$ cat src/sv/mpic_pkg.sv
package mpic_pkg;

	localparam int NUM_SOURCES = 24;

	// Item kinds.
	localparam logic [2:0] ACT_RAISE = 3'd0;
	localparam logic [2:0] ACT_LOWER = 3'd1;
	localparam logic [2:0] ACT_EVAL  = 3'd2;
	localparam logic [2:0] ACT_WRITE = 3'd3;
	localparam logic [2:0] ACT_READ  = 3'd4;

	// Register selectors.
	localparam logic [2:0] REG_MASK    = 3'd0;
	localparam logic [2:0] REG_WAKE    = 3'd1;
	localparam logic [2:0] REG_STATUS  = 3'd2;
	localparam logic [2:0] REG_PENDING = 3'd3;
	localparam logic [2:0] REG_EDGE    = 3'd4;
	localparam logic [2:0] REG_VECTOR  = 3'd5;

	// Access sizes.
	localparam logic [1:0] SIZE_LONG  = 2'd0;
	localparam logic [1:0] SIZE_UPPER = 2'd1;
	localparam logic [1:0] SIZE_LOWER = 2'd2;
	localparam logic [1:0] SIZE_NONE  = 2'd3;

	localparam logic [31:0] MASK_RESET = 32'h00ff_ffff;
	localparam logic [31:0] WAKE_RESET = 32'h00ff_ffff;

	typedef struct packed {
		logic [2:0]  action;
		logic [4:0]  line;
		logic [2:0]  reg_select;
		logic [1:0]  access_size;
		logic [31:0] write_value;
	} item_t;

	typedef struct packed {
		logic [31:0] read_data;
		logic        irq_request;
		logic [2:0]  level;
		logic [7:0]  vector_base;
	} result_t;

	function automatic logic [31:0] merge_half(input logic [31:0] r, input logic [1:0] size,
			input logic [31:0] v);
		logic [31:0] res;
		unique case (size)
			SIZE_LONG:  res = v;
			SIZE_UPPER: res = {v[15:0], r[15:0]};
			SIZE_LOWER: res = {r[31:16], v[15:0]};
			default:    res = r;
		endcase
		return res;
	endfunction

	function automatic logic [31:0] read_half(input logic [31:0] r, input logic [1:0] size);
		logic [31:0] res;
		unique case (size)
			SIZE_LONG:  res = r;
			SIZE_UPPER: res = {16'h0000, r[31:16]};
			SIZE_LOWER: res = {16'h0000, r[15:0]};
			default:    res = 32'h0000_0000;
		endcase
		return res;
	endfunction

	// Fixed priority: IRQ7 first, then SPIS/TMR1/IRQ6, PEN, the level 4 group, IRQ3, IRQ2, IRQ1.
	function automatic logic [2:0] level_of(input logic [23:0] s);
		logic [2:0] lv;
		priority if ((s & 24'h80_0000) != 24'h0) lv = 3'd7;
		else if ((s & 24'h28_0002) != 24'h0) lv = 3'd6;
		else if ((s & 24'h10_0000) != 24'h0) lv = 3'd5;
		else if ((s & 24'h00_fffd) != 24'h0) lv = 3'd4;
		else if ((s & 24'h04_0000) != 24'h0) lv = 3'd3;
		else if ((s & 24'h02_0000) != 24'h0) lv = 3'd2;
		else if ((s & 24'h01_0000) != 24'h0) lv = 3'd1;
		else lv = 3'd0;
		return lv;
	endfunction

endpackage

$ cat src/sv/mpic_regs.sv
module mpic_regs import mpic_pkg::*; (
	input  logic    clk,
	input  logic    arst_n,
	input  logic    fire,
	input  item_t   item,
	output result_t res
);

	logic [23:0] raised_q, pending_q, status_q;
	logic [31:0] mask_q, wake_q;
	logic [15:0] edge_q;
	logic [7:0]  vector_q;

	logic [23:0] raised_n, pending_n, status_n;
	logic [31:0] mask_n, wake_n;
	logic [15:0] edge_n;
	logic [7:0]  vector_n;
	logic [31:0] rd;

	always_comb begin
		logic [7:0]  b;
		logic [23:0] clr;
		logic        do_upd;
		logic        line_ok;

		raised_n = raised_q;
		pending_n = pending_q;
		status_n = status_q;
		mask_n = mask_q;
		wake_n = wake_q;
		edge_n = edge_q;
		vector_n = vector_q;
		rd = 32'h0000_0000;
		do_upd = 1'b0;
		b = 8'h00;
		line_ok = (item.line < 5'(NUM_SOURCES));

		// Status clear bits in a common layout: IRQ1,2,3,6 at 0..3, IRQ7 at 7.
		if (item.access_size == SIZE_LONG)
			b = {item.write_value[23], 3'b000, item.write_value[19:16]};
		else
			b = {item.write_value[7], 3'b000, item.write_value[3:0]};
		clr = 24'h0;
		clr[16] = edge_q[15] & b[0];
		clr[17] = edge_q[14] & b[1];
		clr[18] = edge_q[13] & b[2];
		clr[19] = edge_q[12] & b[3];
		clr[23] = b[7];

		unique case (item.action)
			ACT_RAISE: begin
				if (line_ok) raised_n[item.line] = 1'b1;
			end
			ACT_LOWER: begin
				if (line_ok) raised_n[item.line] = 1'b0;
			end
			ACT_EVAL: do_upd = 1'b1;
			ACT_WRITE: begin
				unique case (item.reg_select)
					REG_MASK: begin
						mask_n = merge_half(mask_q, item.access_size, item.write_value);
						do_upd = (item.access_size != SIZE_NONE);
					end
					REG_WAKE: wake_n = merge_half(wake_q, item.access_size, item.write_value);
					REG_STATUS: begin
						if (item.access_size == SIZE_LONG) begin
							pending_n = pending_q & ~clr;
							do_upd = (clr != 24'h0);
						end else if (item.access_size == SIZE_UPPER) begin
							pending_n = pending_q & ~clr;
							do_upd = 1'b1;
						end
					end
					REG_PENDING: begin
						if (item.access_size == SIZE_UPPER) begin
							pending_n = pending_q & ~{item.write_value[7:0], 16'h0000};
							do_upd = 1'b1;
						end
					end
					REG_EDGE: begin
						if (item.access_size == SIZE_UPPER) edge_n = item.write_value[15:0];
					end
					REG_VECTOR: vector_n = item.write_value[7:0];
					default: ;
				endcase
			end
			ACT_READ: begin
				unique case (item.reg_select)
					REG_MASK:   rd = read_half(mask_q, item.access_size);
					REG_WAKE:   rd = read_half(wake_q, item.access_size);
					REG_STATUS: rd = read_half({8'h00, status_q}, item.access_size);
					REG_PENDING: begin
						if (item.access_size == SIZE_LONG || item.access_size == SIZE_UPPER)
							rd = read_half({8'h00, pending_q}, item.access_size);
					end
					REG_EDGE: begin
						if (item.access_size == SIZE_UPPER) rd = {16'h0000, edge_q};
					end
					REG_VECTOR: rd = {24'h00_0000, vector_q};
					default: ;
				endcase
			end
			default: ;
		endcase

		// Latch raised lines into pending, then mask into status.
		if (do_upd) begin
			pending_n = pending_n | raised_q;
			status_n = pending_n & ~mask_n[23:0];
		end
	end

	always_comb begin
		res.read_data = rd;
		res.irq_request = (status_n != 24'h0);
		res.level = level_of(status_n);
		res.vector_base = {vector_n[7:3], 3'b000};
	end

	always_ff @(posedge clk or negedge arst_n) begin
		if (!arst_n) begin
			raised_q <= '0;
			pending_q <= '0;
			status_q <= '0;
			mask_q <= MASK_RESET;
			wake_q <= WAKE_RESET;
			edge_q <= '0;
			vector_q <= '0;
		end else if (fire) begin
			raised_q <= raised_n;
			pending_q <= pending_n;
			status_q <= status_n;
			mask_q <= mask_n;
			wake_q <= wake_n;
			edge_q <= edge_n;
			vector_q <= vector_n;
		end
	end

`ifndef SYNTHESIS
	a_status_unmasked: assert property (@(posedge clk) disable iff (!arst_n)
		(status_q & mask_q[23:0]) == 24'h0)
		else $error("status holds a masked source");

	a_status_in_pending: assert property (@(posedge clk) disable iff (!arst_n)
		(status_q & ~pending_q) == 24'h0)
		else $error("status holds a source that is not pending");

	a_eval_latches: assert property (@(posedge clk) disable iff (!arst_n)
		fire && item.action == ACT_EVAL |=> (pending_q & $past(raised_q)) == $past(raised_q))
		else $error("evaluate did not latch raised lines into pending");
`endif

endmodule

$ cat src/sv/masked_priority_interrupt_controller_unit.sv
// Masked priority interrupt controller for 24 sources, with bus registers.
// Slave channel s_axis_*: one item per handshake. tuser carries the item kind
// (raise line, lower line, evaluate, register write, register read), the
// register selector and the access size; tdata carries the source line number
// and the 32-bit write data. Master channel m_axis_*: exactly one result item
// per input item, in order, carrying read data, the request flag, the
// fixed-priority level and the vector base, all taken after the item's effect.
// An accepted item is registered in the input stage; when the output register can
// take a result, the item's register update and result are computed by a short
// masking and priority-encode path and captured in the output register.
// Throughput is one item per cycle while the receiver keeps up; the state
// registers update once per item. When the receiver stalls, the output register
// holds its result and the input stage still takes one more item; only when both
// are full does s_axis_tready drop. Asynchronous reset (arst_n low) empties both
// stages and returns mask and wake to 0x00ffffff and all other registers to zero.
module masked_priority_interrupt_controller_unit import mpic_pkg::*; (
	input  logic        clk,
	input  logic        arst_n,
	input  logic        s_axis_tvalid,
	output logic        s_axis_tready,
	input  logic [39:0] s_axis_tdata,  // line[4:0], write_value[36:5], zero fill
	input  logic [7:0]  s_axis_tuser,  // action[2:0], reg_select[5:3], access_size[7:6]
	output logic        m_axis_tvalid,
	input  logic        m_axis_tready,
	output logic [47:0] m_axis_tdata   // read_data[31:0], irq_request[32], level[35:33],
	                                   // vector_base[43:36], zero fill
);

	item_t   item_s1;
	logic    valid_s1;
	result_t res;
	result_t res_q;
	logic    out_valid_q;
	logic    advance;
	logic    fire;

	// The output register can take a new result when empty or being drained.
	assign advance = !out_valid_q || m_axis_tready;
	assign fire = valid_s1 && advance;
	assign s_axis_tready = !valid_s1 || advance;

	always_ff @(posedge clk or negedge arst_n) begin
		if (!arst_n) begin
			valid_s1 <= 1'b0;
		end else if (s_axis_tready) begin
			valid_s1 <= s_axis_tvalid;
		end
	end

	always_ff @(posedge clk) begin
		if (s_axis_tvalid && s_axis_tready) begin
			item_s1.action <= s_axis_tuser[2:0];
			item_s1.reg_select <= s_axis_tuser[5:3];
			item_s1.access_size <= s_axis_tuser[7:6];
			item_s1.line <= s_axis_tdata[4:0];
			item_s1.write_value <= s_axis_tdata[36:5];
		end
	end

	mpic_regs u_regs (
		.clk    (clk),
		.arst_n (arst_n),
		.fire   (fire),
		.item   (item_s1),
		.res    (res)
	);

	always_ff @(posedge clk or negedge arst_n) begin
		if (!arst_n) begin
			out_valid_q <= 1'b0;
		end else if (advance) begin
			out_valid_q <= valid_s1;
		end
	end

	always_ff @(posedge clk) begin
		if (fire) begin
			res_q <= res;
		end
	end

	assign m_axis_tvalid = out_valid_q;
	assign m_axis_tdata = {4'h0, res_q.vector_base, res_q.level, res_q.irq_request,
		res_q.read_data};

`ifndef SYNTHESIS
	a_ready_only_when_full: assert property (@(posedge clk) disable iff (!arst_n)
		!s_axis_tready |-> valid_s1 && out_valid_q && !m_axis_tready)
		else $error("input side stalled while the pipeline had room");

	a_fire_fills_output: assert property (@(posedge clk) disable iff (!arst_n)
		fire |=> out_valid_q)
		else $error("processed item did not reach the output register");
`endif

endmodule

$ cat config.mk
export PLATFORM = sky130hd
export DESIGN_NAME = masked_priority_interrupt_controller_unit
export DESIGN_NICKNAME = d
export VERILOG_FILES = /design/src/sv/mpic_pkg.sv /design/src/sv/mpic_regs.sv /design/src/sv/masked_priority_interrupt_controller_unit.sv
export SDC_FILE = /design/constraint.sdc
export NUM_CORES = 1
export LEC_CHECK = 0
export BUFFER_PORTS_ARGS = -buffer_cell sky130_fd_sc_hd__buf_2
export CORE_MARGIN = 2
export CORE_UTILIZATION = 53
export CTS_CLUSTER_DIAMETER = 120
export DETAILED_ROUTE_END_ITERATION = 8
export GPL_ROUTABILITY_DRIVEN = 1
export PLACE_DENSITY_LB_ADDON = 0.05
export SKIP_LAST_GASP = 1
export SYNTH_ARGS = -nofsm -noshare
export SYNTH_HDL_FRONTEND = slang
export SYNTH_SLANG_ARGS = --single-unit
export TNS_END_PERCENT = 10
$ cat constraint.sdc
create_clock -name clk -period 6.6 [get_ports clk]
set_input_delay 0.66 -clock clk [delete_from_list [all_inputs] [get_ports clk]]
set_output_delay 0.66 -clock clk [all_outputs]
set_load 0.005 [all_outputs]
Word level (Yosys, flattened, before mapping)
Cells that the tools add are included.

operators by class
  $add $sub $neg = 0
  multipliers = 0
  divide/modulo/power cells = 0
  magnitude comparators = 3
  equal/unequal tests = 14
  shift operators = 0
  muxes and demuxes = 36
  bitwise gates (word level) = 16
  reductions and logical operators = 26

operators by type and width
  cell                  number
  $pmux W32 S3          4
  $mux W24              10
  $pmux W32 S6          1
  $pmux W24 S3          2
  $and A24 B24 Y24      4
  $not A24 Y24          4
  $pmux W24 S2          2
  $reduce_bool A24 Y1   3
  $or A24 B24 Y24       2
  $mux W32              1
  $mux W8               3
  $mux W16              1
  $reduce_and A5 Y1     3
  $eq A3 B2 Y1 const B  4
  $eq A3 B3 Y1 const B  3
  $reduce_and A4 Y1     2
  $eq A3 B1 Y1 const B  2
  $logic_not A3 Y1      2
  $lt A5 B6 Y1 const B  1
  $mux W3               2
  $reduce_bool A2 Y1    3
  $demux W1 S5          1
  $ge A5 B1 Y1 const B  1
  $lt A5 B5 Y1 const B  1
  18 further kinds      33

word-level totals
  register bits after elaboration = 248
  bits in latches = 0
  memory bits (writable) = 0
  bits in read-only memories = 0
  input port bits = 52
  output and inout bits = 50
  word-level logic and storage cells = 118
  memories = 0

Depth between registers and ports, before layout
Gate-level depths: netlist of run 1.

  word-level depth = 18
  depth in mapped cells = 12
  depth with buffers taken out = 9

Cells and area by module
A second synthesis of run 1 with hierarchy kept.

unflattened totals
  cell total of the unflattened synthesis = 1104
  area, all modules = 12061.6 µm²

by module, submodules not included
  module                                     instances  cells each  area an instance (µm²)  seq. area each (µm²)
  mpic_regs                                  1          1002        9251.4                  4063.9
  masked_priority_interrupt_controller_unit  1          102         2810.2                  2722.6

Worst setup path after synthesis of run 1
OpenSTA, ideal clock, no wires.

  path type = input port to flip-flop
  start point = in m_axis_tready
  end point = reg u_regs.mask_q[10]
  library setup time = 0.082 ns
  arrival = 2.668 ns
  required time = 6.518 ns
  setup slack = 3.850 ns
  stages = 6
  cells stage by stage = nand2b_1 -> nand2_1 -> inv_1 -> nand2_1 -> buf_2 -> mux2_2

between the ends
  word-level cells in the longest chain between the ends = 2

RTL lines
  element                 RTL line                                         RTL
  start: declaration      masked_priority_interrupt_controller_unit.sv:24  input logic m_axis_tready,
  $logic_or A1 B1 Y1      masked_priority_interrupt_controller_unit.sv:38  assign advance = !out_valid_q || m_axis_tready;
  $logic_and A1 B1 Y1     masked_priority_interrupt_controller_unit.sv:39  assign fire = valid_s1 && advance;
  via fire                masked_priority_interrupt_controller_unit.sv:35  logic fire;
  end signal: assignment  mpic_regs.sv:133                                 mask_q <= mask_n;
  end: declaration        mpic_regs.sv:10                                  logic [31:0] mask_q, wake_q;

The timed path passes the listed nets, and every way through them passes these cells.
A chain may end at the register's enable or synchronous reset.

Final worst setup path of run 1
  start point = reg item_s1[32] (netlist name)
  end point = reg u_regs.status_q[3]

between the ends
  word-level cells in the longest chain between the ends = 8
  elaborated cells on any way between the ends = 26
  classes of those cells = eq/ne: 3; mux: 14; bitwise: 7; reduce/logical: 2

RTL lines
  element                                                    RTL line                                         RTL
  start: declaration                                         masked_priority_interrupt_controller_unit.sv:29  item_t item_s1;
  $logic_not A2 Y1 / $eq A2 B1 Y1 (equally long branches)    -
  $mux W8 / $mux W24 (equally long branches)                 mpic_regs.sv:39, mpic_regs.sv:69
  $and A1 B1 Y1, or another cell as far along                mpic_regs.sv:44                                  clr[16] = edge_q[15] & b[0];
  $reduce_bool A5 Y1 / $pmux W24 S2 (equally long branches)  mpic_regs.sv:68, mpic_regs.sv:59
  $mux W1 / $mux W24 (equally long branches)                 mpic_regs.sv:66, mpic_regs.sv:50
  $pmux W1 S3 / $or A24 B24 Y24 (equally long branches)      mpic_regs.sv:59, mpic_regs.sv:108
  $pmux W1 S2 / $and A24 B24 Y24 (equally long branches)     mpic_regs.sv:50, mpic_regs.sv:109
  $mux W24 (*)                                               mpic_regs.sv:107                                 if (do_upd) begin
  end signal: assignment                                     mpic_regs.sv:132                                 status_q <= status_n;
  end: declaration                                           mpic_regs.sv:9                                   logic [23:0] raised_q, pending_q, status_q;

Every way passes the cells marked *; elsewhere a longest branch is shown, timed or not.

==> results.md, run 1 <==
| Stage | Metric | Value |
|:---|:---|:---|
| place | Cell total after placement | 1,402 |
| global route | Maximum number of pins on one net before global-route repair | 88 |
| yosys | EDFF count, synth | 86 |
| clock network | Clock tree from TritonCTS | yes |
| clock network | Post-CTS Repair Setup Buffers | 0 |
| detailed routing | DRT Wirelength | 33.47 mm |
| die | Die outline width | 153.8 µm |
| clock network | Clock buffer count from CTS | 27 |
| clock network | Root buffer selected by CTS | sky130_fd_sc_hd__clkbuf_16 |
| finish | Fraction of final layout cells sized beyond drive strength 1 | 23.72% |
| detailed routing | Routed vias | 9,146 |
| power | PwrDens | 308.3 mW/mm² |
| place | DPL Wire Length | 22.27 mm |
| detailed routing | Wire length per cell | 23.05 µm |
| place | Global placer's final weighted congestion | 0.8756 |
| die | # IOs | 102 |
| timing | Endpoints failing setup | 0 |
| power | Static leakage power | 5.658 nW |
| clock network | Post_cts resized | 0 |
| timing | Highest clock rate | 259.9 MHz |
| worst setup path | Category of the worst setup path capture point | register |
| yosys | Leading register cell type out of synthesis | sky130_fd_sc_hd__dfrtp_1 |
| detailed routing | Number of search-and-repair iterations in the first detailed-routing pass | 5 |
| worst setup path | Crit Path Class | register to register |
| timing | Number of hold violations in the final report | 0 |
| power | Total power | 4.138 mW |
| finish | Final Non-Filler Cells | 1,452 |
| yosys | Post-synth top area share | 23.98% |
| power | Maximum VDD drop | 0.0002367 V |
| worst setup path | CP required | 6.98 ns |
| worst setup path | Arrival time of the worst setup path | 4.22 ns |
| clock network | Post-CTS Hold Fix Bufs | 0 |
| yosys | Post-synthesis area per instance | 10.94 µm² |
| clock network | Worst-path clk slew | 0.06 ns |
| place | Number of buffers inserted by port buffering | 91 |
| die | Total die area | 0.02366 mm² |
| finish | Fin nets | 1,207 |
| die | Std-Cell Rows | 54 |
| timing | Time the worst path needs with I/O delays and setup | 3.848 ns |
| worst setup path | Category of the worst setup path launch point | register |
| outcome | Status | complete, no violations |
| worst setup path | Top fanout value on the critical path | 42 |
| die | Initial core utilization | 54.18% |
| worst setup path | Delay contributed by the slowest stage of the critical path | 0.80 ns |
| timing | Number of pins with negative max-slew slack in the final report | 0 |
| yosys | Proportion of synthesized chip area in sequential cells | 56.28% |
| yosys | Number of register bits inferred by synthesis | 248 |
| worst setup path | Cell-by-cell listing of the critical path | inv_1 > ha_1 > mux2_2 > a221o_1 > a21oi_2 > nand2b_2 > o21ai_0 |
| place | Pre-CTS WS | 2.769 ns |
| timing | Worst-case headroom to the max-slew limit | 32.85% |
| finish | Fin util | 61.13% |
| detailed routing | Iter 0 DRT Violations | 941 |
| hold path | HP Class | input pin to asynchronous set/reset pin |
| global route | Grt total ovfl | 0 |
| timing | Final TNS setup | 0 ns |
| job | Max-cap violations | 0 |
| yosys | Number of distinct library cells after synthesis | 70 |
| finish | Layout area overhead | 12.83% |
| timing | Clk_skew | 0.01445 ns |
| worst setup path | Slowest CP cell | sky130_fd_sc_hd__nand2b_2 |
| clock network | Number of levels the H-tree was split into | 1 |
| yosys | Biggest area contributors in the synthesized netlist | sky130_fd_sc_hd__dfrtp_1 24%, sky130_fd_sc_hd__edfxtp_1 22%, sky130_fd_sc_hd__dfstp_2 11% |
| clock network | Clock Latency Late Sink | 0.54 ns |
| finish | Diodes inserted | 0 |
| detailed routing | Via/cell ratio | 6.299 |
| detailed routing | Number of antenna-violating nets in the routed design | 0 |
| detailed routing | Number of remaining DRC errors | 0 |
| clock network | Longest Clk Path Bufs | 3 |
| timing | Fin crit share | 58.30% |
| die | Die Height | 153.8 µm |
| global route | First-pass GRT wire length | 51.68 mm |
| timing | Setup ws final | 2.752 ns |
| clock network | CTS Sinks | 248 |
| global route | Number of global-route vias before repair | 8,663 |
| yosys | Largest area contributor in the netlist | sky130_fd_sc_hd__dfrtp_1 |
| global route | GRT Overall Usage | 28.58% |
| yosys | Netlist area before placement | 0.01190 mm² |
| timing | RSZ-0062 raised after global routing | no |
| finish | # fillers | 1,849 |
| yosys | Post-Synthesis Cells | 1,088 |
| die | CORE AREA | 0.02196 mm² |
| yosys | Async set-or-reset flop fraction in the synthesized netlist | 65.32% |
| global route | Number of antenna violations at the first check in global routing | 1 |
| timing | Tightest Pin Transition | 1.007 ns |
| yosys | Count of yosys warnings during synthesis | 0 |
## where the power goes
group | internal, mW | total, mW | switching [mW]
clock network | 0.946 | 1.57 | 0.622
logic | 0.250 | 0.581 | 0.331
registers | 1.80 | 1.99 | 0.188
## layout by cell type (no fill, tap or decap), drive strengths merged, types with 5 or more instances in the layout
cell,netlist,routed
nand3,34,34
nand2b,10,10
nor4,10,10
a21o,18,18
buf,37,107
nand2,131,131
clkinv,0,9
nor2,125,125
a221oi,16,16
o2111ai,5,5
a222oi,6,6
and2,11,11
a31oi,26,26
o21bai,13,13
clkbuf,42,35
o21ai,51,51
mux2,55,55
nor2b,28,28
mux4,8,8
a2bb2oi,9,9
inv,11,12
nand4b,7,7
mux2i,16,16
a22oi,27,27
o2bb2ai,8,8
o22ai,18,18
dfrtp,114,114
nor3,8,8
edfxtp,86,86
dfstp,48,48
nand3b,5,5
conb,1,7
and3,12,12
a21oi,37,37
## synth_stat cells (4+ instances only)
master                        n
sky130_fd_sc_hd__nand3b_1     5
sky130_fd_sc_hd__buf_2       22
sky130_fd_sc_hd__nand3_1     33
sky130_fd_sc_hd__and3_1      12
sky130_fd_sc_hd__a22o_1       4
sky130_fd_sc_hd__edfxtp_1    86
sky130_fd_sc_hd__o21ai_1      7
sky130_fd_sc_hd__nand2b_1    10
sky130_fd_sc_hd__a2bb2oi_1    9
sky130_fd_sc_hd__inv_1       11
sky130_fd_sc_hd__a21o_1      18
sky130_fd_sc_hd__a221oi_1    15
sky130_fd_sc_hd__dfrtp_1    114
sky130_fd_sc_hd__o21ai_0     44
sky130_fd_sc_hd__a21oi_1     36
sky130_fd_sc_hd__buf_4       10
sky130_fd_sc_hd__a22oi_1     27
sky130_fd_sc_hd__ha_1         4
sky130_fd_sc_hd__nor3_1       8
sky130_fd_sc_hd__nor4_1       9
sky130_fd_sc_hd__clkbuf_1    42
sky130_fd_sc_hd__o2111ai_1    5
sky130_fd_sc_hd__o22a_1       4
sky130_fd_sc_hd__o21bai_1    13
sky130_fd_sc_hd__nand2_1    130
sky130_fd_sc_hd__mux2_2      55
sky130_fd_sc_hd__and2_1      11
sky130_fd_sc_hd__nand4b_1     7
sky130_fd_sc_hd__o22ai_1     18
sky130_fd_sc_hd__nor2_1     125
sky130_fd_sc_hd__dfstp_2     48
sky130_fd_sc_hd__a222oi_1     6
sky130_fd_sc_hd__o2bb2ai_1    8
sky130_fd_sc_hd__o31ai_1      4
sky130_fd_sc_hd__mux4_2       7
sky130_fd_sc_hd__mux2i_1     16
sky130_fd_sc_hd__nor2b_1     28
sky130_fd_sc_hd__a31oi_1     26
## worst max-delay path, delay by kind of cell (launching register included)
family	cells	cell delay, ns
mux	1	0.40
compound gates	3	1.25
simple gates	1	0.80
fa+ha+maj	1	0.58
buf+inv	1	0.13
flops	1	0.49
## stage by stage
step / cell area (µm²) / hold slack, ns
2_1_floorplan: 11920 / 0.3644
3_3_place_gp: 12490 / 0.4412
3_5_place_dp: 12490 / 0.4455
4_1_cts: 13420 / 0.2026
5_1_grt: 13420 / 0.2350
6_report: 13420 / 0.1567
## registers in the layout, summed over array words and instances, names as in the netlist, named ones only
register	flops
u_regs.vector_q	8
u_regs.mask_q	32
u_regs.wake_q	32
u_regs.pending_q	24
u_regs.edge_q	16
m_axis_tvalid	1
u_regs.status_q	24
m_axis_tdata	41
item_s1	45
valid_s1	1
## final cells by class
cell class,instances,area [µm²],share of cell area [%]
clock inverters,15,158.9,1.184
clock buffers,35,777.0,5.788
well taps,280,350.3,2.610
multi-input cells,756,4818,35.89
inverters,11,41.29,0.3076
repair buffers,107,581.8,4.334
flip-flops and latches,248,6696,49.88
## layer usage
metal / GRT usage, % / share of wire (%) / vias to the layer above
met5: 0 / 0 / -
met4: 10.41 / 3.9 / 0
met3: 4.481 / 7.4 / 82
met2: 42.84 / 44 / 377
met1: 42.50 / 45 / 4561
li1: - / - / 4126
## kinds of logic after synthesis
logic type | Yosys count | synth area share [%]
mux | 79 | 8.098
fa+ha+maj | 4 | 0.4207
buf+inv | 90 | 3.512
flops | 248 | 56.28
compound gates | 270 | 15.77
other cells | 1 | 0.03152
simple gates | 396 | 15.88
## path summary, 6_finish.rpt
kind,startpoint,cells after the start,slack [ns],to
max,item_s1[32],7,2.75,u_regs.status_q[3]
min in group clk,s_axis_tdata[14],1,0.29,item_s1[9]
min,arst_n,1,0.16,m_axis_tvalid
max reg2reg,item_s1[32],7,2.75,u_regs.status_q[3]
max in group asynchronous,arst_n,2,4.91,u_regs.wake_q[26]
min reg2reg,u_regs.wake_q[4],2,0.45,u_regs.wake_q[4]
No activity file was read; power rests on OpenSTA's default activity.
==> run 2, diff against run 1 <==
Clock period 6.6 ns to 3.4 ns, I/O delays scaled along.
==> results.md, run 2 (synthesis gave the netlist of run 1 again) <==
| Stage | Metric | Value |
|:---|:---|:---|
| place | DPL Wire Length | 23.54 mm |
| die | Std-Cell Rows | 54 |
| timing | Time the worst path needs with I/O delays and setup | 3.143 ns |
| place | Placed inst area | 0.01275 mm² |
| die | CORE AREA | 0.02196 mm² |
| detailed routing | Number of remaining DRC errors | 0 |
| finish | Layout area overhead | 17.87% |
| global route | Number of antenna violations at the first check in global routing | 0 |
| place | Number of buffers inserted by port buffering | 91 |
| finish | # fillers | 1,806 |
| worst setup path | Cell-by-cell listing of the critical path | inv_1 > ha_1 > buf_4 > nor2b_1 > nand3_1 > a21oi_1 > nand2b_1 > a221oi_1 > o41a_1 > or2_1 |
| clock network | Clock buffer count from CTS | 27 |
| die | Die outline width | 153.8 µm |
| worst setup path | Crit Path Class | register to register |
| worst setup path | CP required | 3.70 ns |
| clock network | Longest Clk Path Bufs | 3 |
| detailed routing | DRT Wirelength | 34.17 mm |
| worst setup path | Category of the worst setup path launch point | register |
| finish | Register ranked first by flip-flop count | item_s1 |
| worst setup path | Reg-to-reg critical path startpoint | item_s1[32] |
| timing | Highest clock rate | 318.2 MHz |
| power | PwrDens | 559.4 mW/mm² |
| clock network | Number of levels the H-tree was split into | 1 |
| die | Die Height | 153.8 µm |
| clock network | Clock Latency Late Sink | 0.55 ns |
| worst setup path | Delay contributed by the slowest stage of the critical path | 0.49 ns |
| detailed routing | Routed vias | 9,327 |
| worst setup path | Arrival time of the worst setup path | 3.44 ns |
| job | Max-cap violations | 0 |
| hold path | HP Class | input pin to register |
| clock network | Worst-path clk slew | 0.06 ns |
| hold path | Startpoint of the tightest hold check path | s_axis_tuser[5] |
| hold path | End of the worst hold path | item_s1[36] |
| power | Maximum VDD drop | 0.0003829 V |
| worst setup path | Crit path max-delay family | compound AO/OA/AOI/OAI gates |
| power | Total power | 7.844 mW |
| global route | Number of global-route vias before repair | 8,958 |
| timing | Clk_skew | 0.01736 ns |
| global route | Maximum number of pins on one net before global-route repair | 85 |
| die | Total die area | 0.02366 mm² |
| worst setup path | Slowest CP cell | sky130_fd_sc_hd__edfxtp_1 |
| timing | Fin crit share | 92.43% |
| detailed routing | Number of antenna-violating nets in the routed design | 0 |
| finish | Max reg flops | 45 |
| timing | RSZ-0062 raised after global routing | no |
| place | Pre-CTS WS | 0.3086 ns |
| outcome | Status | complete, no violations |
| clock network | Root buffer selected by CTS | sky130_fd_sc_hd__clkbuf_16 |
| detailed routing | Iter 0 DRT Violations | 921 |
| worst setup path | Reg-to-reg slack, setup | 0.26 ns |
| global route | Grt total ovfl | 0 |
| detailed routing | Via/cell ratio | 6.104 |
| finish | Finished layout cell area | 0.01402 mm² |
| worst setup path | Top fanout value on the critical path | 16 |
| global route | GRT Overall Usage | 28.98% |
| timing | Setup ws final | 0.2573 ns |
| finish | Final Non-Filler Cells | 1,528 |
| place | Cell total after placement | 1,434 |
| finish | Leading cell type in the layout, fill and taps excluded | sky130_fd_sc_hd__nand2_1 |
| clock network | Post_cts resized | 0 |
| finish | Commonest cells after routing, fill and taps aside | 130 x sky130_fd_sc_hd__nand2_1, 124 x sky130_fd_sc_hd__nor2_1, 114 x sky130_fd_sc_hd__dfrtp_1, 90 x sky130_fd_sc_hd__buf_2, 86 x sky130_fd_sc_hd__edfxtp_1 |
| finish | Fin nets | 1,283 |
| clock network | Post-CTS Repair Setup Buffers | 0 |
| hold path | Number of cells traversed by the worst hold path | 1 |
| timing | Number of hold violations in the final report | 0 |
| global route | First-pass GRT wire length | 52.75 mm |
| finish | Fin util | 63.86% |
| die | Initial core utilization | 54.18% |
| worst setup path | End of the worst register-to-register path | m_axis_tdata[35] |
| detailed routing | Number of search-and-repair iterations in the first detailed-routing pass | 7 |
| finish | Fraction of final layout cells sized beyond drive strength 1 | 24.28% |
| timing | Tightest Pin Transition | 0.8459 ns |
| clock network | CTS Sinks | 248 |
| timing | Number of pins with negative max-slew slack in the final report | 0 |
| place | Global placer's final weighted congestion | 0.8923 |
| timing | Final TNS setup | 0 ns |
| worst setup path | Count of buffer and inverter cells on the critical path | 2 |
| detailed routing | Wire length per cell | 22.36 µm |
| timing | Worst-case headroom to the max-slew limit | 43.47% |
| worst setup path | Path depth of the worst reg2reg path | 10 |
| die | # IOs | 102 |
| power | Static leakage power | 5.957 nW |
| timing | Worst hold margin | 0.02394 ns |
| timing | Endpoints failing setup | 0 |
| finish | Diodes inserted | 0 |
| worst setup path | Category of the worst setup path capture point | register |
| clock network | Clock tree from TritonCTS | yes |
[run 2: cell types whose count changed in the layout (fill, tap and decap cells not counted), sizes merged]
cell and delta:
dlygate4sd3 +44, clkinvlp -2, buf +32, clkbuf +5
clkinv -1, bufinv -2
[run 2: worst max path at each step]
| stage | startpoint | to | slack (ns) | cells after the start |
|---|---|---|---|---|
| floorplan | item_s1[32] | m_axis_tdata[33] | 0.85 | 10 |
| global placement | item_s1[32] | m_axis_tdata[35] | 0.35 | 10 |
| detailed placement | item_s1[32] | m_axis_tdata[35] | 0.31 | 10 |
| CTS | item_s1[32] | m_axis_tdata[35] | 0.29 | 10 |
| global route | item_s1[32] | u_regs.status_q[6] | 0.03 | 10 |
| finish | item_s1[32] | m_axis_tdata[35] | 0.26 | 10 |
[run 2: layout make-up]
class                   instances  area, µm²  share of cell area, %
multi-input cells             756       4816                  34.34
repair buffers                183       1287                  9.181
inverters                      11      41.29                 0.2944
flip-flops and latches        248       6696                  47.75
clock buffers                  40      754.5                  5.380
clock inverters                10      77.57                 0.5532
well taps                     280      350.3                  2.498
[run 2: metal layers]
layer  wire, µm  share of wire (%)  GRT usage, %
met1      15120                 44         41.71
met2      15490                 45         45.45
met3       2557                7.5         5.637
met4        996                2.9         7.788
met5          0                  0             0
[run 2: timing repair]
item                                    CTS  global route
endpoints found under the hold margin    94             0
hold buffers                             44             0
endpoints found under the setup margin    0             0
[run 2: where the power goes]
group / switching [mW] / internal [mW]
combinational: 0.651 / 0.540
sequential: 0.379 / 3.50
clock: 1.17 / 1.61
==> run 3, diff against run 2 <==
--- a/config.mk
+++ b/config.mk
@@ -18,2 +18,2 @@
 export SYNTH_SLANG_ARGS = --single-unit
-export TNS_END_PERCENT = 10
+export TNS_END_PERCENT = 50
==> constraint.sdc (replaced) <==
create_clock -name clk -period 3.4 [get_ports clk]
set_input_delay 0.68 -clock clk [delete_from_list [all_inputs] [get_ports clk]]
set_output_delay 0.68 -clock clk [all_outputs]
set_load 0.005 [all_outputs]
==> results.md, run 3 (synthesis gave the netlist of run 1 again) <==
| Stage | Metric | Value |
|:---|:---|:---|
| outcome | Status | complete, no violations |
| global route | Number of global-route vias before repair | 8,819 |
| timing | Clk_skew | 0.01462 ns |
| timing | Number of pins with negative max-slew slack in the final report | 0 |
| place | Placed inst area | 0.01277 mm² |
| power | Static leakage power | 5.799 nW |
| clock network | Number of levels the H-tree was split into | 1 |
| timing | Final TNS setup | 0 ns |
| clock network | CTS Sinks | 248 |
| worst setup path | Crit Path Class | register to register |
| worst setup path | Startpoint of the worst setup timing path | item_s1[32] |
| worst setup path | Category of the worst setup path launch point | register |
| finish | Sequential standard cell area | 0.006696 mm² |
| clock network | Clock tree from TritonCTS | yes |
| timing | Highest clock rate | 326.0 MHz |
| worst setup path | End of the worst register-to-register path | u_regs.status_q[6] |
| finish | Commonest cells after routing, fill and taps aside | 130 x sky130_fd_sc_hd__nand2_1, 124 x sky130_fd_sc_hd__nor2_1, 114 x sky130_fd_sc_hd__dfrtp_1, 90 x sky130_fd_sc_hd__buf_2, 86 x sky130_fd_sc_hd__edfxtp_1 |
| worst setup path | Arrival time of the worst setup path | 3.53 ns |
| worst setup path | Reg-to-reg critical path startpoint | item_s1[32] |
| clock network | Longest Clk Path Bufs | 3 |
| clock network | Root buffer selected by CTS | sky130_fd_sc_hd__clkbuf_16 |
| finish | Multi-input gate area | 0.004816 mm² |
| finish | # fillers | 1,815 |
| place | Global placer's final weighted congestion | 0.8903 |
| hold path | HP Class | input pin to asynchronous set/reset pin |
| worst setup path | Timing endpoint of the critical path | u_regs.status_q[6] |
| timing | Tightest Pin Transition | 0.7541 ns |
| timing | Setup ws final | 0.3327 ns |
| power | PwrDens | 582.3 mW/mm² |
| detailed routing | Iter 0 DRT Violations | 951 |
| die | Std-Cell Rows | 54 |
| worst setup path | Top fanout value on the critical path | 19 |
| detailed routing | Number of antenna-violating nets in the routed design | 0 |
| detailed routing | DRT Wirelength | 34.12 mm |
| finish | Fraction of final layout cells sized beyond drive strength 1 | 25.08% |
| die | CORE AREA | 0.02196 mm² |
| clock network | Clock Latency Late Sink | 0.54 ns |
| global route | Most congested layer reported by global routing | met2 |
| detailed routing | Number of search-and-repair iterations in the first detailed-routing pass | 5 |
| finish | Fin nets | 1,236 |
| detailed routing | Wire length per cell | 23.06 µm |
| die | Total die area | 0.02366 mm² |
| timing | Time the worst path needs with I/O delays and setup | 3.067 ns |
| global route | Met2 track utilization from global routing | 46.12% |
| global route | GR met1 Demand/Resource | 41.79% |
| worst setup path | CP required | 3.87 ns |
| detailed routing | Routed vias | 9,096 |
| finish | Diodes inserted | 0 |
| clock network | Post-CTS Repair Setup Buffers | 0 |
| die | Die Height | 153.8 µm |
| timing | Number of hold violations in the final report | 0 |
| global route | Met3 track demand over resource | 6.229% |
| finish | Leading cell type in the layout, fill and taps excluded | sky130_fd_sc_hd__nand2_1 |
| power | Maximum VDD drop | 0.0004479 V |
| finish | Layout area overhead | 14.74% |
| clock network | Worst-path clk slew | 0.06 ns |
| worst setup path | Category of the worst setup path capture point | register |
| timing | Fin crit share | 90.21% |
| place | Pre-CTS WS | 0.3580 ns |
| die | # IOs | 102 |
| global route | GRT Overall Usage | 29.21% |
| place | Number of buffers inserted by port buffering | 91 |
| timing | Worst-case headroom to the max-slew limit | 49.60% |
| die | Initial core utilization | 54.18% |
| power | Total power | 7.950 mW |
| detailed routing | Via/cell ratio | 6.146 |
| global route | Grt total ovfl | 0 |
| timing | RSZ-0062 raised after global routing | no |
| finish | Max reg flops | 45 |
| finish | Final Non-Filler Cells | 1,480 |
| clock network | Clock buffer count from CTS | 27 |
| global route | Number of antenna violations at the first check in global routing | 0 |
| clock network | Post_cts resized | 0 |
| global route | Maximum number of pins on one net before global-route repair | 70 |
| finish | Register ranked first by flip-flop count | item_s1 |
| job | Max-cap violations | 0 |
| timing | Endpoints failing setup | 0 |
| global route | First-pass GRT wire length | 52.90 mm |
| detailed routing | Number of remaining DRC errors | 0 |
| die | Die outline width | 153.8 µm |
| finish | Finished layout cell area | 0.01365 mm² |
| place | DPL Wire Length | 23.39 mm |
| worst setup path | Path depth of the worst reg2reg path | 10 |
| place | Cell total after placement | 1,431 |
| worst setup path | Reg-to-reg slack, setup | 0.33 ns |
| clock network | Post-CTS Hold Fix Bufs | 0 |
## run 3: critical path: stages (launching register included)
cell,delay (ns)
sky130_fd_sc_hd__edfxtp_1,0.50
sky130_fd_sc_hd__inv_1,0.13
sky130_fd_sc_hd__ha_1,0.24
sky130_fd_sc_hd__buf_4,0.30
sky130_fd_sc_hd__nor2_1,0.12
sky130_fd_sc_hd__nor4_1,0.37
sky130_fd_sc_hd__a21oi_2,0.26
sky130_fd_sc_hd__nor2_2,0.54
sky130_fd_sc_hd__buf_4,0.37
sky130_fd_sc_hd__nand3_1,0.11
sky130_fd_sc_hd__nand2_1,0.07
## run 3: worst min-delay path by stage
stage / startpoint / end / depth (start not counted)
after floorplan: arst_n / asynchronous set/reset pin / 0
after global placement: u_regs.wake_q[1] / u_regs.wake_q[1] / 2
after detailed placement: u_regs.wake_q[1] / u_regs.wake_q[1] / 2
after CTS: arst_n / asynchronous set/reset pin / 1
after global routing: arst_n / asynchronous set/reset pin / 1
final: arst_n / asynchronous set/reset pin / 1
## run 3: layer usage
| layer | vias up | part of all wire [%] |
|---|---|---|
| met1 | 4474 | 44 |
| met4 | 0 | 2.4 |
| met3 | 60 | 8.1 |
| li1 | 4179 | - |
| met2 | 383 | 46 |
| met5 | - | 0 |
## run 3: layout make-up
class	instances	share of cell area (%)
clock buffers	42	5.875
well taps	280	2.566
multi-input cells	756	35.28
flip-flops and latches	248	49.05
clock inverters	7	0.6141
inverters	11	0.3024
repair buffers	136	6.315
## run 3: where the power goes
group	leakage [nW]	internal [mW]	switching, mW
sequential	2.84	3.50	0.356
clock	0.438	1.76	1.16
combinational	2.52	0.512	0.666
## run 3: through the flow
stage                     hold slack, ns  util (%)
final                             0.1536     62.17
after global routing              0.2029     62.17
after CTS                         0.1784     62.17
after detailed placement          0.4465     58.14
after global placement            0.4434     58.14
after floorplan                   0.3844         -
